[config.mk]
export PLATFORM = sky130hd
export DESIGN_NAME = playlist_enabled_entry_navigator_core
export DESIGN_NICKNAME = d
export VERILOG_FILES = /design/src/pen_pkg.sv /design/src/pen_ram.sv /design/src/pen_regs.sv /design/src/pen_ctrl.sv /design/src/pen_dpath.sv /design/src/playlist_enabled_entry_navigator_core.sv
export SDC_FILE = /design/constraint.sdc
export NUM_CORES = 2
export LEC_CHECK = 0
export ABC_CLOCK_PERIOD_IN_PS = 21100
export BUFFER_PORTS_ARGS = -buffer_cell sky130_fd_sc_hd__buf_2
export CAP_MARGIN = 5
export CORE_MARGIN = 2
export CORE_UTILIZATION = 45
export CTS_BUF_LIST = sky130_fd_sc_hd__clkbuf_8
export CTS_CLUSTER_SIZE = 25
export DETAILED_ROUTE_END_ITERATION = 12
export PLACE_DENSITY = 0.66
export SYNTH_ARGS = -nofsm -noshare
export SYNTH_HDL_FRONTEND = slang
export SYNTH_SLANG_ARGS = --single-unit
[constraint.sdc]
create_clock -name clk_i -period 21.1 [get_ports clk_i]
set_input_delay 6.33 -clock clk_i [delete_from_list [all_inputs] [get_ports clk_i]]
set_output_delay 6.33 -clock clk_i [all_outputs]
set_load 0.01 [all_outputs]
[src/pen_pkg.sv]
// ----------------------------------------------------------------------------
// pen_pkg: shared types and constants for the playlist navigator
// Table geometry, word layouts, opcodes, controller states and the
// command/status bundles between controller and datapath.
// ----------------------------------------------------------------------------
package pen_pkg;

  // table geometry
  localparam int MAX_ENTRIES = 128;
  localparam int TRACK_WIDTH = 7;
  localparam int IDX_W       = $clog2(MAX_ENTRIES);
  localparam int CNT_W       = $clog2(MAX_ENTRIES + 1);
  localparam int ENT_W       = TRACK_WIDTH + 1;   // {enable, track}
  localparam int CMP_W       = 9;                 // holds MAX_ENTRIES and any 8-bit field

  // input word fields
  localparam int OPCODE_W          = 3;
  localparam int LIST_COUNT_W      = 8;
  localparam int ENTRY_INDEX_W     = 7;
  localparam int ENTRY_TRACK_W     = 7;
  localparam int LIST_COUNT_LSB    = 0;
  localparam int ENTRY_INDEX_LSB   = 8;
  localparam int ENTRY_TRACK_LSB   = 15;
  localparam int ENTRY_ENABLE_LSB  = 22;
  localparam int IN_TDATA_W        = 24;
  localparam int IN_TUSER_W        = OPCODE_W;

  // result word fields
  localparam int TRACK_FIELD_W = 7;
  localparam int POS_FIELD_W   = 7;
  localparam int TRACK_LSB     = 0;
  localparam int FOUND_LSB     = 7;
  localparam int POSITION_LSB  = 8;
  localparam int OUT_TDATA_W   = 16;

  // register port
  localparam int APB_ADDR_W = 3;
  localparam int APB_DATA_W = 32;
  localparam logic [APB_ADDR_W-3:0] REG_LOOP_ENABLE = 1'b0;

  typedef enum logic [OPCODE_W-1:0] {
    OP_CREATE  = 3'd0,
    OP_WRITE   = 3'd1,
    OP_NEXT    = 3'd2,
    OP_PREV    = 3'd3,
    OP_FIRST   = 3'd4,
    OP_CURRENT = 3'd5
  } op_e;

  typedef enum logic [2:0] {
    ST_IDLE,
    ST_FILL,
    ST_SCAN,
    ST_READ,
    ST_DONE
  } state_e;

  typedef struct packed {
    op_e  op;
    logic start;     // word accepted this cycle
    logic fill;      // default fill sweep running
    logic scan;      // search running
    logic capture;   // take read data for current
    logic load_out;  // move result into the output register
  } cmd_t;

  typedef struct packed {
    logic fill_done;
    logic scan_hit;
    logic scan_empty;
    logic out_free;
  } status_t;

endpackage

[src/pen_ram.sv]
// ----------------------------------------------------------------------------
// pen_ram: generic single-write, single-read RAM
// One write port, one read port with registered read data.
// ----------------------------------------------------------------------------
module pen_ram #(
  parameter int WIDTH = 8,
  parameter int DEPTH = 128
) (
  input  logic                     clk_i,
  input  logic                     we_i,
  input  logic [$clog2(DEPTH)-1:0] waddr_i,
  input  logic [WIDTH-1:0]         wdata_i,
  input  logic                     re_i,
  input  logic [$clog2(DEPTH)-1:0] raddr_i,
  output logic [WIDTH-1:0]         rdata_o
);

  logic [WIDTH-1:0] mem_q [DEPTH];
  logic [WIDTH-1:0] rdata_q;

  always_ff @(posedge clk_i) begin
    if (we_i) begin
      mem_q[waddr_i] <= wdata_i;
    end
    if (re_i) begin
      rdata_q <= mem_q[raddr_i];
    end
  end

  assign rdata_o = rdata_q;

endmodule

[src/pen_regs.sv]
// ----------------------------------------------------------------------------
// pen_regs: configuration register block
// APB-style slave holding the loop enable bit.
// ----------------------------------------------------------------------------
module pen_regs (
  input  logic                           clk_i,
  input  logic                           rst_ni,
  input  logic                           psel,
  input  logic                           penable,
  input  logic                           pwrite,
  input  logic [pen_pkg::APB_ADDR_W-1:0] paddr,
  input  logic [pen_pkg::APB_DATA_W-1:0] pwdata,
  output logic [pen_pkg::APB_DATA_W-1:0] prdata,
  output logic                           pready,
  output logic                           loop_enable_o
);
  import pen_pkg::*;

  logic loop_enable_q;
  logic loop_enable_d;
  logic sel_loop;

  assign pready   = 1'b1;
  assign sel_loop = (paddr[APB_ADDR_W-1:2] == REG_LOOP_ENABLE);

  always_comb begin
    loop_enable_d = loop_enable_q;
    if (psel && penable && pwrite && pready && sel_loop) begin
      loop_enable_d = pwdata[0];
    end
  end

  always_ff @(posedge clk_i or negedge rst_ni) begin
    if (!rst_ni) begin
      loop_enable_q <= 1'b0;
    end else begin
      loop_enable_q <= loop_enable_d;
    end
  end

  assign prdata        = sel_loop ? {{(APB_DATA_W-1){1'b0}}, loop_enable_q} : '0;
  assign loop_enable_o = loop_enable_q;

endmodule

[src/pen_ctrl.sv]
// ----------------------------------------------------------------------------
// pen_ctrl: operation sequencer
// Decodes the opcode of an accepted word and steps the datapath through
// fill, search, read and result hand-off.
// ----------------------------------------------------------------------------
module pen_ctrl (
  input  logic                           clk_i,
  input  logic                           rst_ni,
  input  logic                           s_valid_i,
  input  logic [pen_pkg::IN_TUSER_W-1:0] opcode_i,
  output logic                           s_ready_o,
  input  pen_pkg::status_t               sts_i,
  output pen_pkg::cmd_t                  cmd_o
);
  import pen_pkg::*;

  state_e state_q;
  state_e state_d;
  op_e    op;

  assign op = op_e'(opcode_i);

  always_comb begin
    state_d = state_q;
    unique case (state_q)
      ST_IDLE: begin
        if (s_valid_i) begin
          unique case (op)
            OP_CREATE:                   state_d = ST_FILL;
            OP_NEXT, OP_PREV, OP_FIRST:  state_d = ST_SCAN;
            OP_CURRENT:                  state_d = ST_READ;
            default:                     state_d = ST_DONE;
          endcase
        end
      end
      ST_FILL: begin
        if (sts_i.fill_done) state_d = ST_DONE;
      end
      ST_SCAN: begin
        if (sts_i.scan_hit || sts_i.scan_empty) state_d = ST_DONE;
      end
      ST_READ: begin
        state_d = ST_DONE;
      end
      ST_DONE: begin
        if (sts_i.out_free) state_d = ST_IDLE;
      end
      default: state_d = ST_IDLE;
    endcase
  end

  always_comb begin
    s_ready_o        = (state_q == ST_IDLE);
    cmd_o            = '0;
    cmd_o.op         = op;
    cmd_o.start      = (state_q == ST_IDLE) && s_valid_i;
    cmd_o.fill       = (state_q == ST_FILL);
    cmd_o.scan       = (state_q == ST_SCAN);
    cmd_o.capture    = (state_q == ST_READ);
    cmd_o.load_out   = (state_q == ST_DONE) && sts_i.out_free;
  end

  always_ff @(posedge clk_i or negedge rst_ni) begin
    if (!rst_ni) begin
      state_q <= ST_IDLE;
    end else begin
      state_q <= state_d;
    end
  end

endmodule

[src/pen_dpath.sv]
// ----------------------------------------------------------------------------
// pen_dpath: navigator datapath
// Entry table RAM with per-entry valid bits, count and position, the
// search walker (one table read per cycle) and the output register.
// ----------------------------------------------------------------------------
module pen_dpath (
  input  logic                            clk_i,
  input  logic                            rst_ni,
  input  pen_pkg::cmd_t                   cmd_i,
  output pen_pkg::status_t                sts_o,
  input  logic [pen_pkg::IN_TDATA_W-1:0]  s_data_i,
  input  logic                            loop_enable_i,
  output logic                            m_valid_o,
  input  logic                            m_ready_i,
  output logic [pen_pkg::OUT_TDATA_W-1:0] m_data_o
);
  import pen_pkg::*;

  // unpacked input fields
  logic [LIST_COUNT_W-1:0]  list_count;
  logic [ENTRY_INDEX_W-1:0] entry_index;
  logic [ENTRY_TRACK_W-1:0] entry_track;
  logic                     entry_enable;

  // control state
  logic [CNT_W-1:0]       count_q;
  logic [IDX_W-1:0]       pos_q;
  logic [MAX_ENTRIES-1:0] valid_q;
  logic [CNT_W-1:0]       walk_q;
  logic [CNT_W-1:0]       rem_q;
  logic                   down_q;
  logic                   wrap_q;
  logic                   rd_pend_q;
  logic [CNT_W-1:0]       fill_q;
  logic [CNT_W-1:0]       fill_n_q;
  logic                   out_valid_q;

  // payload
  logic [IDX_W-1:0]         rd_idx_q;
  logic                     rd_vld_q;
  logic [TRACK_WIDTH-1:0]   res_trk_q;
  logic                     res_found_q;
  logic [TRACK_FIELD_W-1:0] out_trk_q;
  logic                     out_found_q;
  logic [POS_FIELD_W-1:0]   out_pos_q;

  // table access
  logic             ram_we;
  logic [IDX_W-1:0] ram_waddr;
  logic [ENT_W-1:0] ram_wdata;
  logic             ram_re;
  logic [IDX_W-1:0] ram_raddr;
  logic [ENT_W-1:0] ram_rdata;

  logic [CNT_W-1:0]       lc_sat;
  logic [CNT_W-1:0]       prev_init;
  logic                   wr_entry;
  logic                   fill_wr;
  logic [CNT_W-1:0]       walk_inc;
  logic [CNT_W-1:0]       jn;
  logic                   brk;
  logic                   can_step;
  logic                   issue;
  logic                   scan_hit;
  logic                   hit_take;
  logic                   ent_en;
  logic [TRACK_WIDTH-1:0] ent_trk;

  assign list_count   = s_data_i[LIST_COUNT_LSB +: LIST_COUNT_W];
  assign entry_index  = s_data_i[ENTRY_INDEX_LSB +: ENTRY_INDEX_W];
  assign entry_track  = s_data_i[ENTRY_TRACK_LSB +: ENTRY_TRACK_W];
  assign entry_enable = s_data_i[ENTRY_ENABLE_LSB];

  // count saturates at the table size
  assign lc_sat = (CMP_W'(list_count) > CMP_W'(MAX_ENTRIES)) ? CNT_W'(MAX_ENTRIES)
                                                             : CNT_W'(list_count);
  // previous starts no further out than the end of the list
  assign prev_init = (CNT_W'(pos_q) > count_q) ? count_q : CNT_W'(pos_q);

  assign wr_entry = cmd_i.start && (cmd_i.op == OP_WRITE) &&
                    (CMP_W'(entry_index) < CMP_W'(MAX_ENTRIES));
  assign fill_wr  = cmd_i.fill && (fill_q != fill_n_q);

  always_comb begin
    ram_we    = fill_wr || wr_entry;
    ram_waddr = fill_wr ? fill_q[IDX_W-1:0] : IDX_W'(entry_index);
    ram_wdata = fill_wr ? {1'b1, TRACK_WIDTH'(fill_q + CNT_W'(1))}
                        : {entry_enable, TRACK_WIDTH'(entry_track)};
  end

  // next candidate of the walk
  always_comb begin
    walk_inc = walk_q + CNT_W'(1);
    if (down_q) begin
      if (walk_q == '0) begin
        brk = ~wrap_q;
        jn  = count_q - CNT_W'(1);
      end else begin
        brk = 1'b0;
        jn  = walk_q - CNT_W'(1);
      end
    end else begin
      if (walk_inc >= count_q) begin
        brk = ~wrap_q;
        jn  = '0;
      end else begin
        brk = 1'b0;
        jn  = walk_inc;
      end
    end
  end

  assign ent_en   = rd_vld_q & ram_rdata[TRACK_WIDTH];
  assign ent_trk  = rd_vld_q ? ram_rdata[TRACK_WIDTH-1:0] : '0;
  assign scan_hit = rd_pend_q & ent_en;
  assign hit_take = cmd_i.scan & scan_hit;
  assign can_step = (rem_q != '0) & ~brk;
  assign issue    = cmd_i.scan & can_step & ~scan_hit;

  assign ram_re    = issue || (cmd_i.start && (cmd_i.op == OP_CURRENT));
  assign ram_raddr = issue ? jn[IDX_W-1:0] : pos_q;

  pen_ram #(
    .WIDTH (ENT_W),
    .DEPTH (MAX_ENTRIES)
  ) u_table (
    .clk_i   (clk_i),
    .we_i    (ram_we),
    .waddr_i (ram_waddr),
    .wdata_i (ram_wdata),
    .re_i    (ram_re),
    .raddr_i (ram_raddr),
    .rdata_o (ram_rdata)
  );

  always_ff @(posedge clk_i or negedge rst_ni) begin
    if (!rst_ni) begin
      count_q     <= '0;
      pos_q       <= '0;
      valid_q     <= '0;
      walk_q      <= '0;
      rem_q       <= '0;
      down_q      <= 1'b0;
      wrap_q      <= 1'b0;
      rd_pend_q   <= 1'b0;
      fill_q      <= '0;
      fill_n_q    <= '0;
      out_valid_q <= 1'b0;
    end else begin
      rd_pend_q <= issue;
      if (cmd_i.start) begin
        unique case (cmd_i.op)
          OP_CREATE: begin
            count_q  <= lc_sat;
            pos_q    <= '0;
            fill_q   <= '0;
            fill_n_q <= lc_sat;
          end
          OP_NEXT: begin
            walk_q <= CNT_W'(pos_q);
            rem_q  <= count_q;
            down_q <= 1'b0;
            wrap_q <= loop_enable_i;
          end
          OP_PREV: begin
            walk_q <= prev_init;
            rem_q  <= count_q;
            down_q <= 1'b1;
            wrap_q <= loop_enable_i;
          end
          OP_FIRST: begin
            walk_q <= '1;          // one below entry 0
            rem_q  <= count_q;
            down_q <= 1'b0;
            wrap_q <= 1'b0;
          end
          default: ;
        endcase
      end
      if (fill_wr) begin
        fill_q <= fill_q + CNT_W'(1);
      end
      if (issue) begin
        walk_q <= jn;
        rem_q  <= rem_q - CNT_W'(1);
      end
      if (hit_take) begin
        pos_q <= rd_idx_q;
      end
      if (ram_we) begin
        valid_q[ram_waddr] <= 1'b1;
      end
      out_valid_q <= cmd_i.load_out | (out_valid_q & ~m_ready_i);
    end
  end

  always_ff @(posedge clk_i) begin
    if (ram_re) begin
      rd_idx_q <= ram_raddr;
      rd_vld_q <= valid_q[ram_raddr];
    end
    if (cmd_i.start) begin
      res_trk_q   <= '0;
      res_found_q <= 1'b0;
    end
    if (cmd_i.capture || hit_take) begin
      res_trk_q   <= ent_trk;
      res_found_q <= ent_en;
    end
    if (cmd_i.load_out) begin
      out_trk_q   <= TRACK_FIELD_W'(res_trk_q);
      out_found_q <= res_found_q;
      out_pos_q   <= POS_FIELD_W'(pos_q);
    end
  end

  always_comb begin
    sts_o            = '0;
    sts_o.fill_done  = (fill_q == fill_n_q);
    sts_o.scan_hit   = scan_hit;
    sts_o.scan_empty = ~rd_pend_q & ~can_step;
    sts_o.out_free   = ~out_valid_q | m_ready_i;
  end

  assign m_valid_o = out_valid_q;
  always_comb begin
    m_data_o = '0;
    m_data_o[TRACK_LSB +: TRACK_FIELD_W]  = out_trk_q;
    m_data_o[FOUND_LSB]                   = out_found_q;
    m_data_o[POSITION_LSB +: POS_FIELD_W] = out_pos_q;
  end

endmodule

[src/playlist_enabled_entry_navigator_core.sv]
// ----------------------------------------------------------------------------
// playlist_enabled_entry_navigator_core: playlist table with enabled-entry
// navigation
// Top level: register port, sequencer and datapath.
// ----------------------------------------------------------------------------
// Holds a table of playlist entries (track number plus enable bit), an entry
// count and a current position. Each word on the input stream carries one
// operation: create a default list, write one entry, step to the next or
// previous enabled entry (wrapping at the ends only when loop_enable is set),
// go to the first enabled entry, or read the current one. Every operation
// returns exactly one result word: track, found flag and the position after
// the operation; a failed search returns track 0, found 0 and leaves the
// position alone. One operation is in progress at a time. Searches visit one
// table entry per cycle through the table RAM's single read port. A finished
// result sits in an output register, and the next word is taken while it
// waits. The table reads as all-zero after reset at once (per-entry valid
// flops), so there is no clearing pass. loop_enable lives at byte address 0
// and should only be written between operations.
module playlist_enabled_entry_navigator_core (
  input  logic                            clk_i,
  input  logic                            rst_ni,
  // input stream
  input  logic                            s_axis_tvalid,
  output logic                            s_axis_tready,
  // [7:0] list_count, [14:8] entry_index, [21:15] entry_track, [22] entry_enable
  input  logic [pen_pkg::IN_TDATA_W-1:0]  s_axis_tdata,
  // [2:0] opcode
  input  logic [pen_pkg::IN_TUSER_W-1:0]  s_axis_tuser,
  // result stream
  output logic                            m_axis_tvalid,
  input  logic                            m_axis_tready,
  // [6:0] track, [7] found, [14:8] position
  output logic [pen_pkg::OUT_TDATA_W-1:0] m_axis_tdata,
  // register port
  input  logic                            psel,
  input  logic                            penable,
  input  logic                            pwrite,
  input  logic [pen_pkg::APB_ADDR_W-1:0]  paddr,
  input  logic [pen_pkg::APB_DATA_W-1:0]  pwdata,
  output logic [pen_pkg::APB_DATA_W-1:0]  prdata,
  output logic                            pready
);
  import pen_pkg::*;

  logic    loop_enable;
  cmd_t    cmd;
  status_t sts;

  // loop enable register
  pen_regs u_regs (
    .clk_i         (clk_i),
    .rst_ni        (rst_ni),
    .psel          (psel),
    .penable       (penable),
    .pwrite        (pwrite),
    .paddr         (paddr),
    .pwdata        (pwdata),
    .prdata        (prdata),
    .pready        (pready),
    .loop_enable_o (loop_enable)
  );

  // sequencer: owns input ready, drives the datapath
  pen_ctrl u_ctrl (
    .clk_i     (clk_i),
    .rst_ni    (rst_ni),
    .s_valid_i (s_axis_tvalid),
    .opcode_i  (s_axis_tuser),
    .s_ready_o (s_axis_tready),
    .sts_i     (sts),
    .cmd_o     (cmd)
  );

  // table, walker and output register
  pen_dpath u_dpath (
    .clk_i         (clk_i),
    .rst_ni        (rst_ni),
    .cmd_i         (cmd),
    .sts_o         (sts),
    .s_data_i      (s_axis_tdata),
    .loop_enable_i (loop_enable),
    .m_valid_o     (m_axis_tvalid),
    .m_ready_i     (m_axis_tready),
    .m_data_o      (m_axis_tdata)
  );

endmodule

==> impl_metrics.json <==
{
  "finalSetupTns_ps": 0,
  "final-hold-violation-count": 0,
  "fin_area_mm2": 0.0564,
  "dp.final_hpwl_mm": 80.6,
  "htreeDepth": 4,
  "required_ps": 14770,
  "cts.repair.resized": 0,
  "final_layout_size_suffix_gt1_share_pct": 14.5,
  "synth_edf_count": 1063,
  "clock_skew_ps": 31.5,
  "grt_pass1_vias": 30627,
  "p_leak_nw": 20.4,
  "gp_congestion": 0.918,
  "start_util_pct": 45.5,
  "hold_path_class": "flip-flop to flip-flop",
  "ctsRootBufferMaster": "clkbuf_8",
  "grt_usage_pct": 22.9,
  "die_w_um": 342,
  "syn_to_final_growth_pct": 9.97,
  "holdPathStages": 0,
  "dpl_cell_area_mm2": 0.0527,
  "worstPathArrival_ps": 6660,
  "overflow": 0,
  "cts_buffer_depth": 3,
  "power.density_mw_per_mm2": 80.7,
  "whs_ps": 426,
  "antenna_found_initial": 4,
  "drt_iter0_drc": 3597,
  "rsz0062_at_grt": "false",
  "clk_pin_slew_ps": 60,
  "synth.avg_cell_area_um2": 13.6,
  "antenna_left": 0,
  "fin_crit_sh_pct": 61.6,
  "syn_area_mm2": 0.0513,
  "fp.dieArea_mm2": 0.117,
  "routed_wl_mm": 135,
  "worstMarginPinSlew_ps": 1340,
  "rows": 123,
  "ios": 120,
  "netlist_instances": 3775,
  "drc": 0,
  "viasPerCell": 5.79,
  "ir_drop_uv": 62.0,
  "ctsHoldBuffers": 0,
  "post-synth-top-count-cell": "edfxtp_1",
  "synthTopCellsByCount": "1063 x edfxtp_1, 629 x nand2_1, 258 x a21oi_1",
  "post-route-min-period_ps": 12990,
  "yosysWarnings": 0,
  "drv_slew": 0,
  "critPathCaptureType": "output port",
  "wl_per_cell_um": 24.4,
  "stdcell_count": 5523,
  "status": "finished, final reports clean",
  "drv_cap": 0,
  "ys_types": 90,
  "yosys_most_used_dff": "edfxtp_1",
  "synth_largest_area_cell": "edfxtp_1",
  "io_buffers": 52,
  "core_mm2": 0.113,
  "async_flop_share_pct": 14.1,
  "die_h_um": 342,
  "setup_viol": 0,
  "vias": 31996,
  "slew_headroom_pct": 8.19,
  "numCtsBuffers": 194,
  "synth_top_area_share_pct": 62.2,
  "clock_sinks": 1238,
  "path_class": "input port to output port",
  "r2r_cells": 21,
  "synth-seq-cells": 1238,
  "grt_max_degree": 101,
  "synthTopCellsByArea": "edfxtp_1 62%, dfrtp_1 8.5%, nand2_1 4.6%",
  "post_cts_buffers": 0,
  "yosysSeqAreaShare_pct": 70.7,
  "critPathLaunchType": "input port",
  "drt_first_pass_iters": 7,
  "cts_tree": "done",
  "path_max_fanout": 2,
  "clk_latency_ps": 880,
  "power_mw": 4.56,
  "fmax_mhz": 77.0,
  "nNetsFinal": 3942,
  "grt_pass1_wl_mm": 199,
  "dp_cells": 5156
}
## per-stage QoR
step / utilization (%) / setup WS, ps
4_1_cts: 50.0 / 8100
2_1_floorplan: - / 8260
3_3_place_gp: 46.7 / 8100
3_5_place_dp: 46.8 / 8100
6_report: 50.0 / 8110
5_1_grt: 50.0 / 8070
## logic make-up (layout without fill, tap and decap cells)
group | after synthesis | count (layout) | share of synthesized area [%]
and+or+nand+nor | 1246 | 1246 | 11.1
DFF | 1238 | 1238 | 70.7
AOI/OAI and AO/OA | 728 | 728 | 9.70
adders and majority gates | 21 | 21 | 0.512
buffers and inverters | 287 | 502 | 2.97
xor gates and xnor gates | 23 | 23 | 0.392
muxes | 230 | 230 | 4.59
other | 2 | 35 | 0.0146
## area by class of cell
type	count	area, um2
fillers	9494	56400
flip-flops and latches	1238	36300
multi-input cells	2281	13700
clock buffers	212	2920
well taps	1500	1880
clock inverters	153	778
repair buffers	108	699
inverters	29	131
diodes	2	5.00
## layer usage
metal / track usage (%) / vias to the layer above / part of all wire, %
li1: - / 14325 / -
met1: 31.7 / 15908 / 42
met2: 35.3 / 1488 / 46
met3: 5.33 / 271 / 9.0
met4: 8.38 / 4 / 3.2
met5: 0 / - / 0.021
## state kept, by name (all words and copies together) (netlist names), 7 cells and up
register and flops:
u_dpath.u_table.mem_q 1024, u_dpath.valid_q 128, u_dpath.count_q 8, u_dpath.fill_q 8, u_dpath.rem_q 8, u_dpath.u_table.rdata_o 8
u_dpath.walk_q 8, u_dpath.out_pos_q 7, u_dpath.out_trk_q 7, u_dpath.pos_q 7, u_dpath.rd_idx_q 7, u_dpath.res_trk_q 7
## cells in the final DEF (no fill, tap or decap), types with 52 or more instances in the layout
master       n
o22ai_1     54
dfrtp_1    175
a221oi_1    57
clkbuf_8   213
buf_2       52
nand2_1    627
o21ai_0     60
a21oi_1    258
a211oi_1    67
edfxtp_1  1063
nor2_1     183
buf_4       54
or2_2      131
mux2i_1    188
inv_1      119
nand3_1    115
nor4_1      56
## final timing paths
path	start	slack, ps	endpoint
max	paddr[2]	8110	prdata[0]
min	u_dpath.res_trk_q[1]	430	u_dpath.out_trk_q[1]
max reg2reg	u_dpath.walk_q[0]	12230	u_dpath.u_table.rdata_o[1]
min reg2reg	u_dpath.res_trk_q[1]	430	u_dpath.out_trk_q[1]
max in group asynchronous	rst_ni	14150	u_dpath.valid_q[106]
min in group asynchronous	rst_ni	5450	u_dpath.walk_q[0]
## worst max-delay path, stage by stage
cell and delay [ps]:
buf_2 100, nor2b_1 100, buf_2 130
## power by group
| part | total [mW] | leakage [nW] | switching, mW | internal (mW) |
|---|---|---|---|---|
| sequential | 2.62 | 10.9 | 0.000322 | 2.62 |
| clock | 1.92 | 2.25 | 0.949 | 0.966 |
| combinational | 0.0183 | 7.23 | 0.0140 | 0.00426 |
| total | 4.56 | 20.4 | 0.963 | 3.59 |
(Power assumes the default switching activity.)
